--- config.mk ---
export PLATFORM = sky130hd
export DESIGN_NAME = periodic_release_overrun_monitor
export DESIGN_NICKNAME = d
export VERILOG_FILES = /design/src/prom_pkg.sv /design/src/prom_lane.sv /design/src/prom_merge.sv /design/src/periodic_release_overrun_monitor.sv
export SDC_FILE = /design/constraint.sdc
export NUM_CORES = 2
export LEC_CHECK = 0
export ABC_AREA = 1
export BUFFER_PORTS_ARGS = -buffer_cell sky130_fd_sc_hd__buf_2
export CORE_MARGIN = 4
export CORE_UTILIZATION = 45
export DETAILED_ROUTE_END_ITERATION = 16
export MAX_ROUTING_LAYER = met4
export PLACE_DENSITY = 0.65
export SLEW_MARGIN = 20
export SYNTH_ARGS = -nofsm -noshare
export SYNTH_HDL_FRONTEND = slang
export SYNTH_SLANG_ARGS = --single-unit
--- constraint.sdc ---
create_clock -name clk_i -period 9.9 [get_ports clk_i]
set_clock_uncertainty 0.15 [all_clocks]
set_input_delay 0.495 -clock clk_i [delete_from_list [all_inputs] [get_ports clk_i]]
set_output_delay 0.495 -clock clk_i [all_outputs]
set_load 0.01 [all_outputs]
--- src/prom_pkg.sv ---
// shared types and constants for the periodic release / overrun monitor
// no dependencies; used by prom_lane, prom_merge and the top level
package prom_pkg;

  localparam int unsigned MAX_TASKS = 4;
  localparam int unsigned CNT_W     = 16;
  localparam int unsigned STREAK_W  = 8;
  localparam int unsigned OVR_W     = 16;
  localparam int unsigned RESP_W    = 24;
  localparam int unsigned TIDX_W    = 2;
  localparam int unsigned CFG_IDX_W = 4;

  // register index map
  localparam logic [CFG_IDX_W-1:0] CFG_PERIOD_BASE = 4'd0;
  localparam logic [CFG_IDX_W-1:0] CFG_PHASE_BASE  = 4'd4;
  localparam logic [CFG_IDX_W-1:0] CFG_REG_END     = 4'd8;

  // what one lane reports for one tick
  typedef struct packed {
    logic              job_finished;
    logic [RESP_W-1:0] response_time;
    logic [RESP_W-1:0] max_response;
    logic              resume_request;
    logic              overrun_event;
    logic [OVR_W-1:0]  overrun_total;
  } lane_res_t;

endpackage

--- src/prom_lane.sv ---
// one task lane: release countdown, job tracking and response-time math
// depends on prom_pkg
module prom_lane (
  input  logic                      clk_i,
  input  logic                      rst_ni,
  input  logic                      step_i,
  input  logic                      idle_i,
  input  logic [prom_pkg::CNT_W-1:0] period_i,
  input  logic                      phase_load_i,
  input  logic [prom_pkg::CNT_W-1:0] phase_i,
  output prom_pkg::lane_res_t       res_o
);

  localparam int unsigned MUL_W = prom_pkg::CNT_W + prom_pkg::STREAK_W + 1;

  logic [prom_pkg::CNT_W-1:0]    cnt_q, cnt_d, cnt_dec;
  logic                          pend_q, pend_d;
  logic [prom_pkg::STREAK_W-1:0] streak_q, streak_d;
  logic [prom_pkg::OVR_W-1:0]    ovr_q, ovr_d;
  logic [prom_pkg::RESP_W-1:0]   worst_q, worst_d;
  logic                          fin, rel;
  logic [MUL_W-1:0]              scaled, diff;
  logic [prom_pkg::RESP_W-1:0]   resp;

  assign cnt_dec = cnt_q - prom_pkg::CNT_W'(1);
  assign fin     = pend_q & idle_i;
  assign rel     = (cnt_dec == '0);

  // period * (1 + streak), then minus the remaining countdown, clamped both ways
  assign scaled = MUL_W'(period_i) * MUL_W'({1'b0, streak_q} + 9'd1);
  assign diff   = scaled - MUL_W'(cnt_dec);

  always_comb begin
    if (MUL_W'(cnt_dec) >= scaled) begin
      resp = '0;
    end else if (diff[MUL_W-1:prom_pkg::RESP_W] != '0) begin
      resp = '1;
    end else begin
      resp = diff[prom_pkg::RESP_W-1:0];
    end
  end

  always_comb begin
    worst_d  = worst_q;
    streak_d = streak_q;
    ovr_d    = ovr_q;
    pend_d   = pend_q;
    cnt_d    = cnt_dec;
    if (fin) begin
      pend_d   = 1'b0;
      streak_d = '0;
      if (resp > worst_q) begin
        worst_d = resp;
      end
    end
    if (rel) begin
      pend_d = 1'b1;
      cnt_d  = period_i;
      if (!idle_i) begin
        if (ovr_q != '1) begin
          ovr_d = ovr_q + prom_pkg::OVR_W'(1);
        end
        if (streak_d != '1) begin
          streak_d = streak_d + prom_pkg::STREAK_W'(1);
        end
      end
    end
  end

  assign res_o.job_finished   = fin;
  assign res_o.response_time  = fin ? resp : '0;
  assign res_o.max_response   = worst_d;
  assign res_o.resume_request = rel & idle_i;
  assign res_o.overrun_event  = rel & ~idle_i;
  assign res_o.overrun_total  = ovr_d;

  always_ff @(posedge clk_i or negedge rst_ni) begin
    if (!rst_ni) begin
      cnt_q    <= prom_pkg::CNT_W'(1);
      pend_q   <= 1'b0;
      streak_q <= '0;
      ovr_q    <= '0;
      worst_q  <= '0;
    end else if (phase_load_i) begin
      cnt_q <= phase_i;
    end else if (step_i) begin
      cnt_q    <= cnt_d;
      pend_q   <= pend_d;
      streak_q <= streak_d;
      ovr_q    <= ovr_d;
      worst_q  <= worst_d;
    end
  end

endmodule

--- src/prom_merge.sv ---
// merge stage: captures all lane results of a tick and sends them out in task order
// depends on prom_pkg
module prom_merge #(
  parameter int unsigned TASK_COUNT = 4
) (
  input  logic                         clk_i,
  input  logic                         rst_ni,
  input  logic                         load_i,
  input  prom_pkg::lane_res_t          res_i [TASK_COUNT],
  output logic                         busy_o,
  output logic                         last_go_o,
  output logic                         out_valid_o,
  input  logic                         out_stall_i,
  output logic [prom_pkg::TIDX_W-1:0]  task_index_o,
  output prom_pkg::lane_res_t          res_o,
  output logic                         last_of_tick_o
);

  localparam int unsigned PTR_W = (TASK_COUNT > 1) ? $clog2(TASK_COUNT) : 1;
  localparam logic [PTR_W-1:0] LAST_PTR = PTR_W'(TASK_COUNT - 1);

  prom_pkg::lane_res_t buf_q [TASK_COUNT];
  logic [PTR_W-1:0]    ptr_q;
  logic                busy_q;
  logic                last, go;

  assign last      = (ptr_q == LAST_PTR);
  assign go        = busy_q & ~out_stall_i;
  assign last_go_o = go & last;
  assign busy_o    = busy_q;

  assign out_valid_o    = busy_q;
  assign task_index_o   = prom_pkg::TIDX_W'(ptr_q);
  assign res_o          = buf_q[ptr_q];
  assign last_of_tick_o = last;

  always_ff @(posedge clk_i) begin
    if (load_i) begin
      buf_q <= res_i;
    end
  end

  always_ff @(posedge clk_i or negedge rst_ni) begin
    if (!rst_ni) begin
      busy_q <= 1'b0;
      ptr_q  <= '0;
    end else if (load_i) begin
      busy_q <= 1'b1;
      ptr_q  <= '0;
    end else if (go) begin
      if (last) begin
        busy_q <= 1'b0;
        ptr_q  <= '0;
      end else begin
        ptr_q <= ptr_q + PTR_W'(1);
      end
    end
  end

  a_load_only_when_free: assert property (@(posedge clk_i) disable iff (!rst_ni)
    load_i |-> (!busy_q || (last && !out_stall_i)))
    else $error("tick captured while results still pending");

  a_load_restarts: assert property (@(posedge clk_i) disable iff (!rst_ni)
    load_i |=> (out_valid_o && ptr_q == '0))
    else $error("capture did not restart the sequence at task zero");

  a_sequence_continues: assert property (@(posedge clk_i) disable iff (!rst_ni)
    (go && !last) |=> (out_valid_o && ptr_q == $past(ptr_q) + PTR_W'(1)))
    else $error("result sequence broken before last task");

  a_idle_after_last: assert property (@(posedge clk_i) disable iff (!rst_ni)
    (go && last && !load_i) |=> !out_valid_o)
    else $error("output still valid after last task of tick");

endmodule

--- src/periodic_release_overrun_monitor.sv ---
// top level of the periodic release / overrun monitor
// depends on prom_pkg, prom_lane and prom_merge
//
// usage:
//   input channel (in_valid_i / in_stall_o): one transfer per timer tick,
//   carrying idle_mask_i, bit i set when task i is suspended
//   output channel (out_valid_o / out_stall_i): TASK_COUNT transfers per
//   tick, task 0 first, last_of_tick_o set on the final one
//   config channel (cfg_valid_i / cfg_ready_o): index 0..3 writes a period,
//   4..7 a phase (which also reloads that task's countdown); other indexes
//   are dropped; always ready, write only while no tick is in flight
// latency: the first result of a tick is valid the cycle after its transfer
// throughput: the merge stage emits one lane result per cycle while the
//   receiver does not stall; a new tick is taken in the same cycle the last
//   result of the previous one transfers
// reset: countdowns at 1, no job pending, streaks, counts and maxima zero,
//   periods 1; no results pending
// stall: results hold steady, and the input stays stalled until the last
//   result of the current tick has transferred
module periodic_release_overrun_monitor #(
  parameter int unsigned TASK_COUNT = 4
) (
  input  logic                             clk_i,
  input  logic                             rst_ni,
  // tick input
  input  logic                             in_valid_i,
  output logic                             in_stall_o,
  input  logic [prom_pkg::MAX_TASKS-1:0]   idle_mask_i,
  // configuration writes
  input  logic                             cfg_valid_i,
  output logic                             cfg_ready_o,
  input  logic [prom_pkg::CFG_IDX_W-1:0]   cfg_index_i,
  input  logic [prom_pkg::CNT_W-1:0]       cfg_data_i,
  // per-task results
  output logic                             out_valid_o,
  input  logic                             out_stall_i,
  output logic [prom_pkg::TIDX_W-1:0]      task_index_o,
  output logic                             job_finished_o,
  output logic [prom_pkg::RESP_W-1:0]      response_time_o,
  output logic [prom_pkg::RESP_W-1:0]      max_response_o,
  output logic                             resume_request_o,
  output logic                             overrun_event_o,
  output logic [prom_pkg::OVR_W-1:0]       overrun_total_o,
  output logic                             last_of_tick_o
);

  logic [prom_pkg::CNT_W-1:0] period_q [TASK_COUNT];
  prom_pkg::lane_res_t        lane_res [TASK_COUNT];
  prom_pkg::lane_res_t        out_res;
  logic                       in_xfer, cfg_xfer;
  logic                       wr_period, wr_phase;
  logic [1:0]                 wr_lane;
  logic                       busy, last_go;

  // one tick at a time; free again as the last result leaves
  assign in_stall_o = busy & ~last_go;
  assign in_xfer    = in_valid_i & ~in_stall_o;

  // config register decode
  assign cfg_ready_o = 1'b1;
  assign cfg_xfer    = cfg_valid_i & cfg_ready_o;
  assign wr_period   = cfg_xfer && (cfg_index_i < prom_pkg::CFG_PHASE_BASE);
  assign wr_phase    = cfg_xfer && (cfg_index_i >= prom_pkg::CFG_PHASE_BASE)
                                && (cfg_index_i <  prom_pkg::CFG_REG_END);
  assign wr_lane     = cfg_index_i[1:0];

  for (genvar i = 0; i < TASK_COUNT; i++) begin : g_lane
    always_ff @(posedge clk_i or negedge rst_ni) begin
      if (!rst_ni) begin
        period_q[i] <= prom_pkg::CNT_W'(1);
      end else if (wr_period && wr_lane == 2'(i)) begin
        period_q[i] <= cfg_data_i;
      end
    end

    prom_lane u_lane (
      .clk_i        (clk_i),
      .rst_ni       (rst_ni),
      .step_i       (in_xfer),
      .idle_i       (idle_mask_i[i]),
      .period_i     (period_q[i]),
      .phase_load_i (wr_phase && wr_lane == 2'(i)),
      .phase_i      (cfg_data_i),
      .res_o        (lane_res[i])
    );
  end

  // serialize the lane results in task order
  prom_merge #(
    .TASK_COUNT (TASK_COUNT)
  ) u_merge (
    .clk_i          (clk_i),
    .rst_ni         (rst_ni),
    .load_i         (in_xfer),
    .res_i          (lane_res),
    .busy_o         (busy),
    .last_go_o      (last_go),
    .out_valid_o    (out_valid_o),
    .out_stall_i    (out_stall_i),
    .task_index_o   (task_index_o),
    .res_o          (out_res),
    .last_of_tick_o (last_of_tick_o)
  );

  assign job_finished_o   = out_res.job_finished;
  assign response_time_o  = out_res.response_time;
  assign max_response_o   = out_res.max_response;
  assign resume_request_o = out_res.resume_request;
  assign overrun_event_o  = out_res.overrun_event;
  assign overrun_total_o  = out_res.overrun_total;

endmodule

Yosys cells after proc, flatten, opt, wreduce, memory -nomap -nowiden
Cells that the tools add are included.
{"block": "word_totals", "in_bits": 29, "output_inout_bits": 73, "regBits": 595, "wordCells": 235}
{"block": "op_classes", "n_eq_ne": 12, "n_addsub": 21, "magnitude_cmp": 12, "n_mul": 4, "mux": 73, "n_bitwise": 28, "n_reduce_logical": 35}
{"operator": "$mux 16", "count": 24}
{"operator": "$mux 24", "count": 16}
{"operator": "$bmux 67 s2", "count": 1}
{"operator": "$mux 67", "count": 2}
{"operator": "$mux 8", "count": 16}
{"operator": "$ge 16x25->1", "count": 4}
{"operator": "$mul 16x25->25", "count": 4}
{"operator": "$sub 25x16->25", "count": 4}
{"operator": "$gt 24x24->1", "count": 4}
{"operator": "$add 16x1->16 const B", "count": 4}
{"operator": "$logic_not 16->1", "count": 4}
{"operator": "$ne 16x16->1 const B", "count": 4}
{"operator": "$sub 16x1->16 const B", "count": 4}
{"operator": "$add 8x1->9 const B", "count": 4}
{"operator": "$add 8x1->8 const B", "count": 4}
{"operator": "$ne 8x8->1 const B", "count": 4}
{"operator": "$reduce_bool 2->1", "count": 10}
{"operator": "$and 1x1->1", "count": 16}
{"operator": "$reduce_and 3->1", "count": 4}
{"operator": "$logic_and 1x1->1", "count": 11}
{"operator": "$mux 1", "count": 11}
{"operator": "$not 1->1", "count": 11}
{"operator": "$reduce_and 2->1", "count": 5}
{"operator": "$eq 2x2->1 const B", "count": 3}
{"operator": "9 further kinds", "count": 11}

Depth between registers and ports, before layout
{"block": "logic_depth", "word_depth": 9, "depth_mapped": 55, "mapped_depth_nobuf": 52}

Cells and area by module
A second synthesis with hierarchy kept.
{"block": "hier_totals", "cells_unflattened": 7793, "area_unflattened_um2": 57983.1}
{"mod": "prom_merge", "instances": 1, "cells_each": 1072, "area_each_um2": 11408.4, "seq_area_each_um2": 8122.8}
{"mod": "prom_lane (g_lane[1].u_lane)", "instances": 1, "cells_each": 1606, "area_each_um2": 11000.6, "seq_area_each_um2": 1627.8}
{"mod": "prom_lane (g_lane[3].u_lane)", "instances": 1, "cells_each": 1587, "area_each_um2": 10965.5, "seq_area_each_um2": 1627.8}
{"mod": "prom_lane (g_lane[0].u_lane)", "instances": 1, "cells_each": 1617, "area_each_um2": 10931.7, "seq_area_each_um2": 1627.8}
{"mod": "prom_lane (g_lane[2].u_lane)", "instances": 1, "cells_each": 1608, "area_each_um2": 10920.5, "seq_area_each_um2": 1627.8}
{"mod": "periodic_release_overrun_monitor", "instances": 1, "cells_each": 303, "area_each_um2": 2756.4, "seq_area_each_um2": 1606.5}

Worst setup path after synthesis
OpenSTA, ideal clock, no wires.
{"block": "synth_path", "path_type": "input port to flip-flop", "startpoint": "input out_stall_i", "endpoint": "register g_lane[1].u_lane.cnt_q[12] in the netlist's numbering", "cell_stages": 7, "required_ps": 9607, "path_buffers": 1, "setup_time_ps": 143, "t_arrival_ps": 9309, "setup_slack_ps": 298, "path_cell_list": "nor2_1 -> a21oi_1 -> nor2_2 -> nor2_1 -> inv_1 -> clkbuf_1 -> o221ai_1"}
{"block": "synth_via", "elab_chain_cells": 8}
{"element": "start: declaration", "line": "periodic_release_overrun_monitor.sv:36", "source": "input logic out_stall_i,"}
{"element": "$not 1->1", "line": "prom_merge.sv:28", "source": "assign go = busy_q & ~out_stall_i;"}
{"element": "$and 1x1->1", "line": "prom_merge.sv:28"}
{"element": "$and 1x1->1", "line": "prom_merge.sv:29", "source": "assign last_go_o = go & last;"}
{"element": "$not 1->1", "line": "periodic_release_overrun_monitor.sv:56", "source": "assign in_stall_o = busy & ~last_go;"}
{"element": "$and 1x1->1", "line": "periodic_release_overrun_monitor.sv:56"}
{"element": "named net in_stall_o", "line": "periodic_release_overrun_monitor.sv:27", "source": "output logic in_stall_o,"}
{"element": "$not 1->1", "line": "periodic_release_overrun_monitor.sv:57", "source": "assign in_xfer = in_valid_i & ~in_stall_o;"}
{"element": "$and 1x1->1", "line": "periodic_release_overrun_monitor.sv:57"}
{"element": "named net g_lane[0].u_lane.step_i", "line": "prom_lane.sv:6", "source": "input logic step_i,"}
{"element": "$reduce_bool 2->1 (no line)"}
{"element": "end signal: assignment", "line": "prom_lane.sv:79", "source": "cnt_q <= prom_pkg::CNT_W'(1);"}
{"element": "end signal: assignment", "line": "prom_lane.sv:85", "source": "cnt_q <= phase_i;"}
{"element": "end signal: assignment", "line": "prom_lane.sv:87", "source": "cnt_q <= cnt_d;"}
{"element": "end: declaration", "line": "prom_lane.sv:16", "source": "logic [prom_pkg::CNT_W-1:0] cnt_q, cnt_d, cnt_dec;"}
The timed path passes the listed nets, and every way through them passes these cells.
A chain may end at the register's enable or synchronous reset.

==> key figures <==
Clocking
  – Sink Count: 595
  – CTS buffer count: 73
  – Clk slew on worst S/H paths: 0.06 ns
  – Clock buffer depth: 3
  – Clk_lat worst skew: around 0.71 ns
  – Clock Tree Root: clkbuf_16
  – CTS tree: yes
  – H-tree Lvls: 3

Yosys
  – FF+latch count, synth: about 600
  – Syn. warnings: 0
  – Ys flop type: dfrtp_1
  – Mux cell area share after synthesis: 0.00155
  – Yosys cell types: 62
  – Syn_area_per_cell: 7.40 µm²
  – Largest family of logic cells by synthesized area: simple AND/OR/NAND/NOR gates
  – Synth Area in Simple Gates: 0.259
  – Post-Syn Nets: 8638
  – Synth Area in Adders: 0.216
  – Synth Area in Compound Gates: 0.103
  – Xor/xnor share of the synthesized area: 0.0385
  – EDFF count, synth: 268
  – Share of synthesized flip-flops with an asynchronous set or reset: 0.550
  – Sequential-to-total area share from yosys stat: 0.280
  – Post-Syn Area: 0.0580 mm²
  – Synth Instances: 7846

Run
  – Max_cap viols: 0

Floorplanning
  – Row count: between 100 and 150
  – Die W: 367 µm
  – Die Y: 367 µm
  – Initial Utilization: 0.454
  – # IOs: 102
  – Core area: between 0.1 and 0.15 mm²
  – Die outline area: around 0.13 mm²

Final layout
  – Design area: 0.0632 mm²
  – Filler cell count: 12633
  – Ratio of cells with drive above 1 in the final layout: 0.0642
  – Final net count: 8659
  – Synth-to-Final Area Change: 8.86%

Place
  – Setup WS pre-CTS: around 0.12 ns
  – GPL Wtd Cong: roughly 1.0
  – Cell Area, Placed: 0.0601 mm²
  – I/O Buffers: 100
  – DP Wirelength: between 150 and 200 mm

Route
  – Wire per inst: a little over 20 µm
  – Vias per cell: 5.49
  – Metal3 WL: 16.8 mm
  – Iter 0 DRT Violations: 5752
  – ANT nets after route: 0
  – Vias: 52712
  – Final WL: 199 mm
  – DRT met1 WL: between 80 and 90 mm
  – Residual DRC: 0
  – Drt pass-1 iters: 6
  – Top layer in use: met4
  – Metal2 WL: 86.5 mm

Critical path
  – Crit-path max FO: 24
  – Slowest CP cell: fa_1
  – CP peak stage delay: ~0.51 ns
  – Critical Setup Path Class: reg2reg
  – Endpoint type of the worst setup path: flop
  – CP required: 10.22 ns
  – Startpoint types: flop
  – Buffers & Inverters on Critical Path: 7
  – Worst EP arrival: roughly 9.7 ns
  – Top delay family on crit path: simple AND/OR/NAND/NOR gates

Global routing
  – GRT Residual Overflow: 0
  – First-pass GRT wire length: just over 300 mm
  – Initial antenna violation count: 11
  – Largest net degree at the start of global routing: between 100 and 150
  – GR Util All Layers: 0.299
  – Vias in the first global route: roughly 50000

Timing
  – Max Fclk: 0.107 GHz
  – Slew @ Worst Pin: 1.18 ns
  – Tmin final: 9.35 ns
  – Hold WS: about 0.040 ns
  – Final setup violation count: 0
  – Max-Slew Margin vs Limit: 0.213
  – Post-route setup slack: 0.552 ns
  – Crit share post-route: 0.944
  – Max Slew Vio Count: 0
  – Final Hold Fails: 0

Status
  – Status: finished clean

Min path
  – Worst min-delay path class: in2reg
[stage by stage]
stage                     setup TNS, ns  cells  utilization
after detailed placement              0   9419        0.470
after global routing             -0.271   9596        0.494
final                                 0   9604        0.494
after floorplan                       0   7846            -
after global placement                0   9419        0.470
after CTS                             0   9567        0.491
[timing repair]
action,in CTS,in global routing
endpoints found under the setup margin,0,192
setup buffers,0,20
endpoints found under the hold margin,97,0
hold buffers,12,0
resized for setup,0,53
[registers in the layout (all words and copies together) (netlist names)]
| name | cells |
|---|---|
| g_lane.u_lane.pend_q | 4 |
| g_lane.u_lane.cnt_q | 64 |
| u_merge.busy_o | 1 |
| g_lane.u_lane.worst_q | 96 |
| g_lane.u_lane.streak_q | 32 |
| u_merge.buf_q | 268 |
| u_merge.task_index_o | 2 |
| g_lane.u_lane.ovr_q | 64 |
| period_q | 64 |
[synthesized netlist by cell type (all sizes together), types with 186 or more instances]
cell type  number  share of area
inv          1282          0.083
a21oi         210          0.018
edfxtp        268           0.14
clkbuf        197          0.013
dfrtp         319           0.14
nand2        2129           0.14
xor2          186          0.029
nand3         308          0.027
o21ai         552          0.049
fa            400           0.14
ha            363          0.078
nor2          915          0.060
[final timing paths]
kind	start	endpoint	slack (ns)	cells after the start
min	cfg_data_i[13]	g_lane[3].u_lane.cnt_q[13]	0.04	3
max reg2reg	g_lane[1].u_lane.streak_q[2]	u_merge.buf_q[157]	0.55	40
min in group asynchronous	rst_ni	g_lane[3].u_lane.ovr_q[13]	0.25	2
max	g_lane[1].u_lane.streak_q[2]	u_merge.buf_q[157]	0.55	40
min reg2reg	g_lane[2].u_lane.worst_q[13]	g_lane[2].u_lane.worst_q[13]	0.33	2
max in group asynchronous	rst_ni	g_lane[0].u_lane.streak_q[2]	7.09	4
[cell type report]
cell class | count | area [µm²] | share of cell area
clock buffers | 85 | 1890 | 0.0299
clock inverters | 51 | 682 | 0.0108
well taps | 1662 | 2080 | 0.0329
multi-input cells | 5707 | 36000 | 0.570
repair buffers | 200 | 1360 | 0.0215
diodes | 14 | 35.0 | 0.000555
inverters | 1290 | 4850 | 0.0768
flip-flops and latches | 595 | 16200 | 0.257
[placed cells by master (no fill, tap or decap), types with 207 or more instances in the layout]
master	count
ha_1	363
inv_1	1262
nand3_1	300
fa_1	400
a21oi_1	207
edfxtp_1	268
o21ai_0	478
nand2_1	2056
dfrtp_1	317
nor2_1	884
[layer usage]
metal,vias to the layer above,global-route usage
met1,25430,0.415
li1,24837,-
met3,314,0.0453
met4,0,0.103
met5,-,-
met2,2131,0.447
[worst min-delay path: stages]
cell,delay (ns)
buf_2,0.15
nand2_1,0.08
o2111ai_1,0.09
[kinds of logic (layout without fill, tap and decap cells)]
family          count (synthesis)  in the layout
compound gates               1047           1047
xor+xnor                      249            249
fa+ha+maj                     763            763
buf+inv                      1545           1626
flops                         595            595
mux                             9              9
other cells                     1             15
simple gates                 3637           3638
Power is not shown: default switching activity piles up to over one toggle a cycle in this logic, so the estimate is an artifact.
